[src/design/pli_pkg.sv]
package pli_pkg;

    localparam int unsigned MAX_KNOTS_DEF = 16;
    localparam int unsigned FRAC_BITS_DEF = 16;

    typedef enum logic [1:0] {
        REGION_INTERIOR = 2'd0,
        REGION_LOW      = 2'd1,
        REGION_HIGH     = 2'd2,
        REGION_EMPTY    = 2'd3
    } region_t;

    typedef enum logic [2:0] {
        ST_IDLE,
        ST_SCAN,
        ST_DIV,
        ST_MUL,
        ST_ADD,
        ST_DONE
    } state_t;

    localparam logic OP_WRITE = 1'b0;
    localparam logic OP_QUERY = 1'b1;

    // Word that a knot cell hands to the next cell on each shift.
    typedef struct packed {
        logic signed [31:0] x;
        logic signed [31:0] y;
    } knot_t;

endpackage

[src/design/pli_cell.sv]
module pli_cell
    import pli_pkg::*;
(
    input  logic  clk,
    input  logic  load,
    input  knot_t load_knot,
    input  logic  shift,
    input  knot_t prev_knot,
    output knot_t knot
);

    knot_t knot_reg;

    // Load a written knot, or take the neighbor's knot while rotating.
    always_ff @(posedge clk)
    begin
        if (load)
        begin
            knot_reg <= load_knot;
        end
        else if (shift)
        begin
            knot_reg <= prev_knot;
        end
    end

    assign knot = knot_reg;

endmodule

[src/design/piecewise_linear_interpolation_core.sv]
// Piecewise linear interpolation over a table of ascending knots (Q16.16).
// Channels: raise start with opcode and payload while busy is low; the item
// is taken at that edge. Opcode write stores knot_x/knot_y at knot_index and
// gives no result. Opcode query gives one result on interp_y and
// region_status, marked by done for exactly one cycle.
// knot_count is written through cfg_valid/cfg_ready/cfg_data while idle.
// Knots sit in a ring of cells; a query rotates the ring once, one cell a
// cycle, so head cell holds knot i in scan cycle i.
// A query scans all MAX_KNOTS cells, then for an interior point runs
// 32+FRAC_BITS restoring division steps, one multiply, one add and the
// output state. A clamped or empty query skips the arithmetic and goes
// from the scan straight to the output state. done rises in the first
// cycle with busy low; the next item may be taken at the edge that ends
// it. A write never raises busy, so writes can follow back to back. One
// query at a time. Reset clears knot_count and control; table contents
// are undefined until written. The receiver cannot stall: done is a
// one-cycle strobe.
module piecewise_linear_interpolation_core
    import pli_pkg::*;
#(
    parameter int unsigned MAX_KNOTS = MAX_KNOTS_DEF,
    parameter int unsigned FRAC_BITS = FRAC_BITS_DEF
)
(
    input  logic               clk,
    input  logic               rst_n,
    input  logic               start,
    output logic               busy,
    input  logic               opcode,
    input  logic [3:0]         knot_index,
    input  logic signed [31:0] knot_x,
    input  logic signed [31:0] knot_y,
    input  logic signed [31:0] query_x,
    input  logic               cfg_valid,
    output logic               cfg_ready,
    input  logic [4:0]         cfg_data,
    output logic               done,
    output logic signed [31:0] interp_y,
    output logic [1:0]         region_status
);

    localparam int unsigned IW = (MAX_KNOTS > 1) ? $clog2(MAX_KNOTS) : 1;
    localparam int unsigned DW = 33 + FRAC_BITS;
    localparam int unsigned QW = 32 + FRAC_BITS;
    localparam int unsigned CW = $clog2(QW + 1);

    state_t state_reg, state_next;
    logic [4:0] count_reg;
    knot_t cells [MAX_KNOTS];
    logic shift;
    logic [IW:0] step_reg;
    logic [CW-1:0] div_cnt_reg;
    logic signed [32:0] qx_reg;
    logic [IW:0] n_eff;
    knot_t first_reg, prev_reg, last_reg;
    logic found_reg;
    logic signed [32:0] y0_reg, dy_reg;
    logic [32:0] w_reg;
    logic [DW-1:0] rem_reg;
    logic [QW-1:0] num_reg, quo_reg;
    logic signed [QW+34:0] prod_reg;
    logic zero_w_reg;
    logic signed [31:0] y_out_reg;
    region_t reg_out_reg;
    logic done_reg;
    knot_t head;
    knot_t last_knot;
    logic hit;
    logic clamp;
    logic [DW-1:0] rem_sh;
    logic signed [QW+34:0] fl;
    logic signed [QW+35:0] sum;

    assign n_eff = (count_reg > 5'(MAX_KNOTS)) ? (IW+1)'(MAX_KNOTS) : (IW+1)'(count_reg);
    assign head  = cells[0];
    assign shift = (state_reg == ST_SCAN);
    assign busy  = (state_reg != ST_IDLE);
    assign cfg_ready = (state_reg == ST_IDLE);

    // Build the ring: cell k takes from cell k+1, the last from the head.
    for (genvar k = 0; k < MAX_KNOTS; k++)
    begin : g_cell
        logic ld;
        assign ld = start && !busy && (opcode == OP_WRITE) &&
                    ({1'b0, knot_index} == 5'(k)) ;
        pli_cell u_cell (
            .clk       (clk),
            .load      (ld),
            .load_knot ({knot_x, knot_y}),
            .shift     (shift),
            .prev_knot (cells[(k + 1) % MAX_KNOTS]),
            .knot      (cells[k])
        );
    end

    // Interval hit at the current scan step: prev knot and head bound x.
    assign hit = !found_reg && (step_reg != '0) && (step_reg < n_eff) &&
                 (qx_reg >= $signed({prev_reg.x[31], prev_reg.x})) &&
                 (qx_reg <= $signed({head.x[31], head.x}));

    // Last valid knot: still at the head on the scan step of knot n_eff-1.
    assign last_knot = (step_reg == n_eff - 1'b1) ? head : last_reg;

    // Query clamps to an end of the table or the table is too short.
    assign clamp = (n_eff < (IW+1)'(2)) ||
                   (qx_reg <= $signed({first_reg.x[31], first_reg.x})) ||
                   (qx_reg >= $signed({last_knot.x[31], last_knot.x}));

    // Next state.
    always_comb
    begin
        state_next = state_reg;
        case (state_reg)
            ST_IDLE:
            begin
                if (start && opcode == OP_QUERY)
                begin
                    state_next = ST_SCAN;
                end
            end
            ST_SCAN:
            begin
                if (step_reg == (IW+1)'(MAX_KNOTS - 1))
                begin
                    state_next = (!clamp && (found_reg || hit)) ? ST_DIV : ST_DONE;
                end
            end
            ST_DIV:  state_next = (div_cnt_reg == CW'(QW - 1)) ? ST_MUL : ST_DIV;
            ST_MUL:  state_next = ST_ADD;
            ST_ADD:  state_next = ST_DONE;
            ST_DONE: state_next = ST_IDLE;
            default: state_next = ST_IDLE;
        endcase
    end

    always_ff @(posedge clk or negedge rst_n)
    begin
        if (!rst_n)
        begin
            state_reg <= ST_IDLE;
            count_reg <= '0;
            done_reg  <= 1'b0;
        end
        else
        begin
            state_reg <= state_next;
            done_reg  <= (state_reg == ST_DONE);
            if (cfg_valid && cfg_ready)
            begin
                count_reg <= cfg_data;
            end
        end
    end

    // Datapath: scan, divide, multiply, add.
    always_ff @(posedge clk)
    begin
        case (state_reg)
            ST_IDLE:
            begin
                step_reg  <= '0;
                found_reg <= 1'b0;
                qx_reg    <= {query_x[31], query_x};
            end
            ST_SCAN:
            begin
                step_reg <= step_reg + 1'b1;
                prev_reg <= head;
                if (step_reg == '0)
                begin
                    first_reg <= head;
                end
                if (step_reg == n_eff - 1'b1)
                begin
                    last_reg <= head;
                end
                if (hit)
                begin
                    found_reg   <= 1'b1;
                    y0_reg      <= {prev_reg.y[31], prev_reg.y};
                    dy_reg      <= {head.y[31], head.y} - {prev_reg.y[31], prev_reg.y};
                    w_reg       <= 33'({head.x[31], head.x} - {prev_reg.x[31], prev_reg.x});
                    num_reg     <= QW'(33'(qx_reg - {prev_reg.x[31], prev_reg.x}))
                                   << FRAC_BITS;
                    zero_w_reg  <= (head.x == prev_reg.x);
                    rem_reg     <= '0;
                    div_cnt_reg <= '0;
                end
                if (step_reg == (IW+1)'(MAX_KNOTS - 1))
                begin
                    if (n_eff == '0)
                    begin
                        y_out_reg <= '0; reg_out_reg <= REGION_EMPTY;
                    end
                    else if (n_eff == (IW+1)'(1) ||
                             qx_reg <= $signed({first_reg.x[31], first_reg.x}))
                    begin
                        y_out_reg <= first_reg.y; reg_out_reg <= REGION_LOW;
                    end
                    else if (clamp || !(found_reg || hit))
                    begin
                        y_out_reg <= last_knot.y; reg_out_reg <= REGION_HIGH;
                    end
                    else
                    begin
                        reg_out_reg <= REGION_INTERIOR;
                    end
                end
            end
            ST_DIV:
            begin
                rem_reg     <= (rem_sh >= DW'(w_reg)) ? rem_sh - DW'(w_reg) : rem_sh;
                quo_reg     <= {quo_reg[QW-2:0], (rem_sh >= DW'(w_reg))};
                num_reg     <= num_reg << 1;
                div_cnt_reg <= div_cnt_reg + 1'b1;
            end
            // Weight is at most one, so only its low FRAC_BITS+1 bits matter.
            ST_MUL: prod_reg <= $signed({1'b0, quo_reg[FRAC_BITS:0]}) * dy_reg;
            ST_ADD:
            begin
                if (!zero_w_reg)
                begin
                    y_out_reg <= (sum > 36'sh7FFFFFFF) ? 32'sh7FFFFFFF :
                                 (sum < -36'sh80000000) ? -32'sh80000000 : 32'(sum);
                end
                else
                begin
                    y_out_reg <= 32'(y0_reg);
                end
            end
            default: ;
        endcase
    end

    assign rem_sh = {rem_reg[DW-2:0], num_reg[QW-1]};
    assign fl     = prod_reg >>> FRAC_BITS;
    assign sum    = (QW+36)'(y0_reg) + (QW+36)'(fl);

    assign done          = done_reg;
    assign interp_y      = y_out_reg;
    assign region_status = reg_out_reg;

    // Checks.
    a_done_one: assert property (@(posedge clk) disable iff (!rst_n)
        done |=> !done) else $error("done longer than one cycle");
    a_busy_done: assert property (@(posedge clk) disable iff (!rst_n)
        done |-> !busy) else $error("done while busy");
    a_cfg_idle: assert property (@(posedge clk) disable iff (!rst_n)
        cfg_ready |-> !busy) else $error("config open while busy");

endmodule
[config.mk]
export PLATFORM = sky130hd
export DESIGN_NAME = piecewise_linear_interpolation_core
export DESIGN_NICKNAME = d
export VERILOG_FILES = /design/src/design/pli_pkg.sv /design/src/design/pli_cell.sv /design/src/design/piecewise_linear_interpolation_core.sv
export SDC_FILE = /design/constraint.sdc
export NUM_CORES = 2
export LEC_CHECK = 0
export ABC_AREA = 1
export BUFFER_PORTS_ARGS = -buffer_cell sky130_fd_sc_hd__buf_2
export CORE_ASPECT_RATIO = 0.6
export CORE_UTILIZATION = 55
export DETAILED_ROUTE_END_ITERATION = 6
export GPL_TIMING_DRIVEN = 0
export PLACE_DENSITY = 0.71
export SETUP_SLACK_MARGIN = 0.3
export SLEW_MARGIN = 20
export SYNTH_ARGS = -nofsm -noshare
export SYNTH_HDL_FRONTEND = slang
export SYNTH_SLANG_ARGS = --single-unit
[constraint.sdc]
create_clock -name clk -period 16.1 [get_ports clk]
set_input_delay 3.22 -clock clk [delete_from_list [all_inputs] [get_ports clk]]
set_output_delay 3.22 -clock clk [all_outputs]
set_load 0.02 [all_outputs]
==> metrics.txt <==
crit-path cells clkbuf_1 > clkbuf_1 > nand2_1 > fa_1 > inv_1 > fa_1 > inv_1 > fa_1 > fa_1 > fa_1 > inv_1 > fa_1 > ha_1 > nand2_1 > nor2_1 > inv_1 > nor4_1 > nand4_1 > nand3_1 > a31oi_1 > xnor2_1; top cells by area, synth edfxtp_1 (49%), fa_1 (12%), nand2_1 (10%); complex-gate fraction of the synthesized area 10.2%; post-synth top area share 49.3%; RD Place Congestion around 1.1; Finish-stage setup viols 0; post-CTS setup buffer count 0; die height approximately 320 um; PortBufs around 150; TritonCTS buffer count around 150; max reg flops 1,024; post_cts resized 0; proportion of layout cells with a drive suffix above 1 5.09%; gr ovfl total 0; failing checks DRC; crit end category flop; largest family of logic cells by synthesized area adder cells; first-pass detailed-route iteration total 7; Yosys reg bits 1,534; Hold/Removal Path Class flop to flop; Adder-Cell Fraction of Synth Area 16.8%; core area between 150,000 and 200,000 sq um; RSZ-0062 raised after global routing no; largest net degree at the start of global routing 47; EDFF count, synth 1,525; Syn Area/Cell roughly 9.6 sq um; CTS Buffer Depth 4; Synth Area in Simple Gates 13.9%; Seq/Total Area, Yosys 49.6%; H-tree Lvls 4; Global Route Usage Sum 33.9%; Worst Path Max Fanout 10; hold buffers post-CTS 0; fin crit share approximately 52%; worst-margin pin slew between 1 and 1.5 ns; global-route wire length before repair 430 mm; Slowest Stage Delay on Critical Path 0.94 ns; fmax between 0.1 and 0.15 GHz; # fillers 14,053; slowest CP cell clkbuf_1; CTS tree built; post-synthesis mux area share 0.0121%; Final ANT Viol Nets 0; Clk Latency, worst-skew pair 0.83 ns; num ports 147; Post-Syn Instances 9,637; initial core utilization 55.5%; Max-cap violations 0; Die ar. 171,000 sq um; DRC 20; # nets final 11,012; Warnings, synthesis 0; critical path data required time about 17 ns; syn nets 10,674; routed len/inst roughly 24 um; clk_skew 0.110 ns; clock sinks 1,534; Mapped Area 92,900 sq um; CP most frequent cell fa_1; vias per cell between 5 and 6; sequential cell area 46,000 sq um; row count roughly 120; critical path arrival 8.96 ns; synthesis-to-layout area growth 9.65%; dpl hpwl 226 mm; Final TNS setup 0 ns; startpoint types flop; fin crit period between 8 and 9 ns; Unique masters post-synth 54; Root Buffer clkbuf_16; initial antenna violation count 15; DR vias 72,310; clk slew on worst S/H paths approximately 0.070 ns; Rel. slew slack between 10% and 20%; final hold viol count 0; commonest non-fill, non-tap cell in the layout nand2_1; DRT iter0 DRCs roughly 11,000; Die X 533 um; worst setup path class flop to flop; asr flop ratio synth 0.587%; post-synthesis xor/xnor area fraction 1.71%; largest area contributor in the netlist edfxtp_1; status finished, violations left; Total Wirelength 290 mm; area occupied by multi-input gates 39,900 sq um; most frequent cells in the layout nand2_1 (2,470), edfxtp_1 (1,525), inv_1 (1,400); vias in the first global route 67,800; Synth Flop Type edfxtp_1; Final Max Tran Viols 0
[cell families (layout without fill, tap and decap cells)]
kind of cell / Yosys count / in the layout
AO/OA/AOI/OAI: 1827 / 1827
XOR/XNOR: 180 / 180
buffers and inverters: 1891 / 2328
multiplexers: 1 / 1
flip-flops: 1534 / 1534
adder cells (fa/ha/maj): 927 / 927
other: 0 / 8
AND/OR/NAND/NOR: 3277 / 3277
[cell usage after synthesis (13+ instances only)]
library cell / count
nand3_1: 198
nand2_1: 2487
o21a_1: 39
clkbuf_1: 439
buf_2: 30
nor3_1: 50
o211ai_1: 25
nand4_1: 31
inv_1: 1401
o21ai_1: 56
nor4_1: 28
o21ai_0: 1241
a31oi_1: 42
ha_1: 388
fa_1: 539
nor2_1: 429
xnor2_1: 71
o21bai_1: 17
a21o_1: 13
a21oi_1: 372
edfxtp_1: 1525
or2_2: 21
xor2_1: 107
[final timing paths]
kind,startpoint,end,slack [ns],cells past startpoint
max in group asynchronous,rst_n,count_reg[0]$_DFFE_PN0P_,13.55,1
min in group asynchronous,rst_n,state_reg[1]$_DFFE_PN0P_,2.34,1
setup reg to reg,quo_reg[4]$_DFFE_PP_,prod_reg[46]$_DFFE_PN_,7.65,21
setup / recovery,quo_reg[4]$_DFFE_PP_,prod_reg[46]$_DFFE_PN_,7.65,21
hold reg to reg,prev_reg[26]$_DFFE_PP_,y0_reg[26]$_DFFE_PP_,0.44,0
hold / removal,prev_reg[26]$_DFFE_PP_,y0_reg[26]$_DFFE_PP_,0.44,0
[layer usage]
metal / wire (um) / up-vias / global-route usage [%]
met4: 5600 / 8 / 6.38
li1: - / 32261 / -
met5: 294 / - / 1.23
met1: 127000 / 35048 / 53.5
met2: 111000 / 4624 / 44.1
met3: 45900 / 369 / 12.3
[critical path, delay by kind of cell, from the launching register on]
kind	cells	cell delay, ns
flip-flops	1	0.36
XOR/XNOR	1	0.49
AND/OR/NAND/NOR	6	1.42
buffers and inverters	6	2.00
AO/OA/AOI/OAI	1	0.17
adder cells (fa/ha/maj)	7	3.69
[cell type report]
| class | count | share of cell area (%) |
|---|---|---|
| diodes | 8 | 0.0197 |
| repair buffers | 189 | 1.47 |
| inverters | 1410 | 5.20 |
| multi-input cells | 6212 | 39.1 |
| plain buffers | 481 | 1.86 |
| flip-flops and latches | 1534 | 45.2 |
| well taps | 2242 | 2.75 |
| clock inverters | 71 | 0.616 |
| clock buffers | 177 | 3.75 |
[per-stage QoR]
step                      hold WS, ns  std cells  setup slack [ns]  utilization (%)  instance area, sq um
after floorplan                 0.424       9637              2.48                -                 92900
after global placement          0.427      12025             -5.85             57.7                 96400
after detailed placement        0.435      12068              7.87             58.2                 97300
after CTS                       0.447      12316              7.79             60.9                102000
after global routing            0.454      12320              7.61             60.9                102000
final                           0.444      12324              7.65             60.9                102000
Power is left out: the tool's default activity adds up to more than one toggle a clock period on the data nets, which glitch-free logic cannot reach.
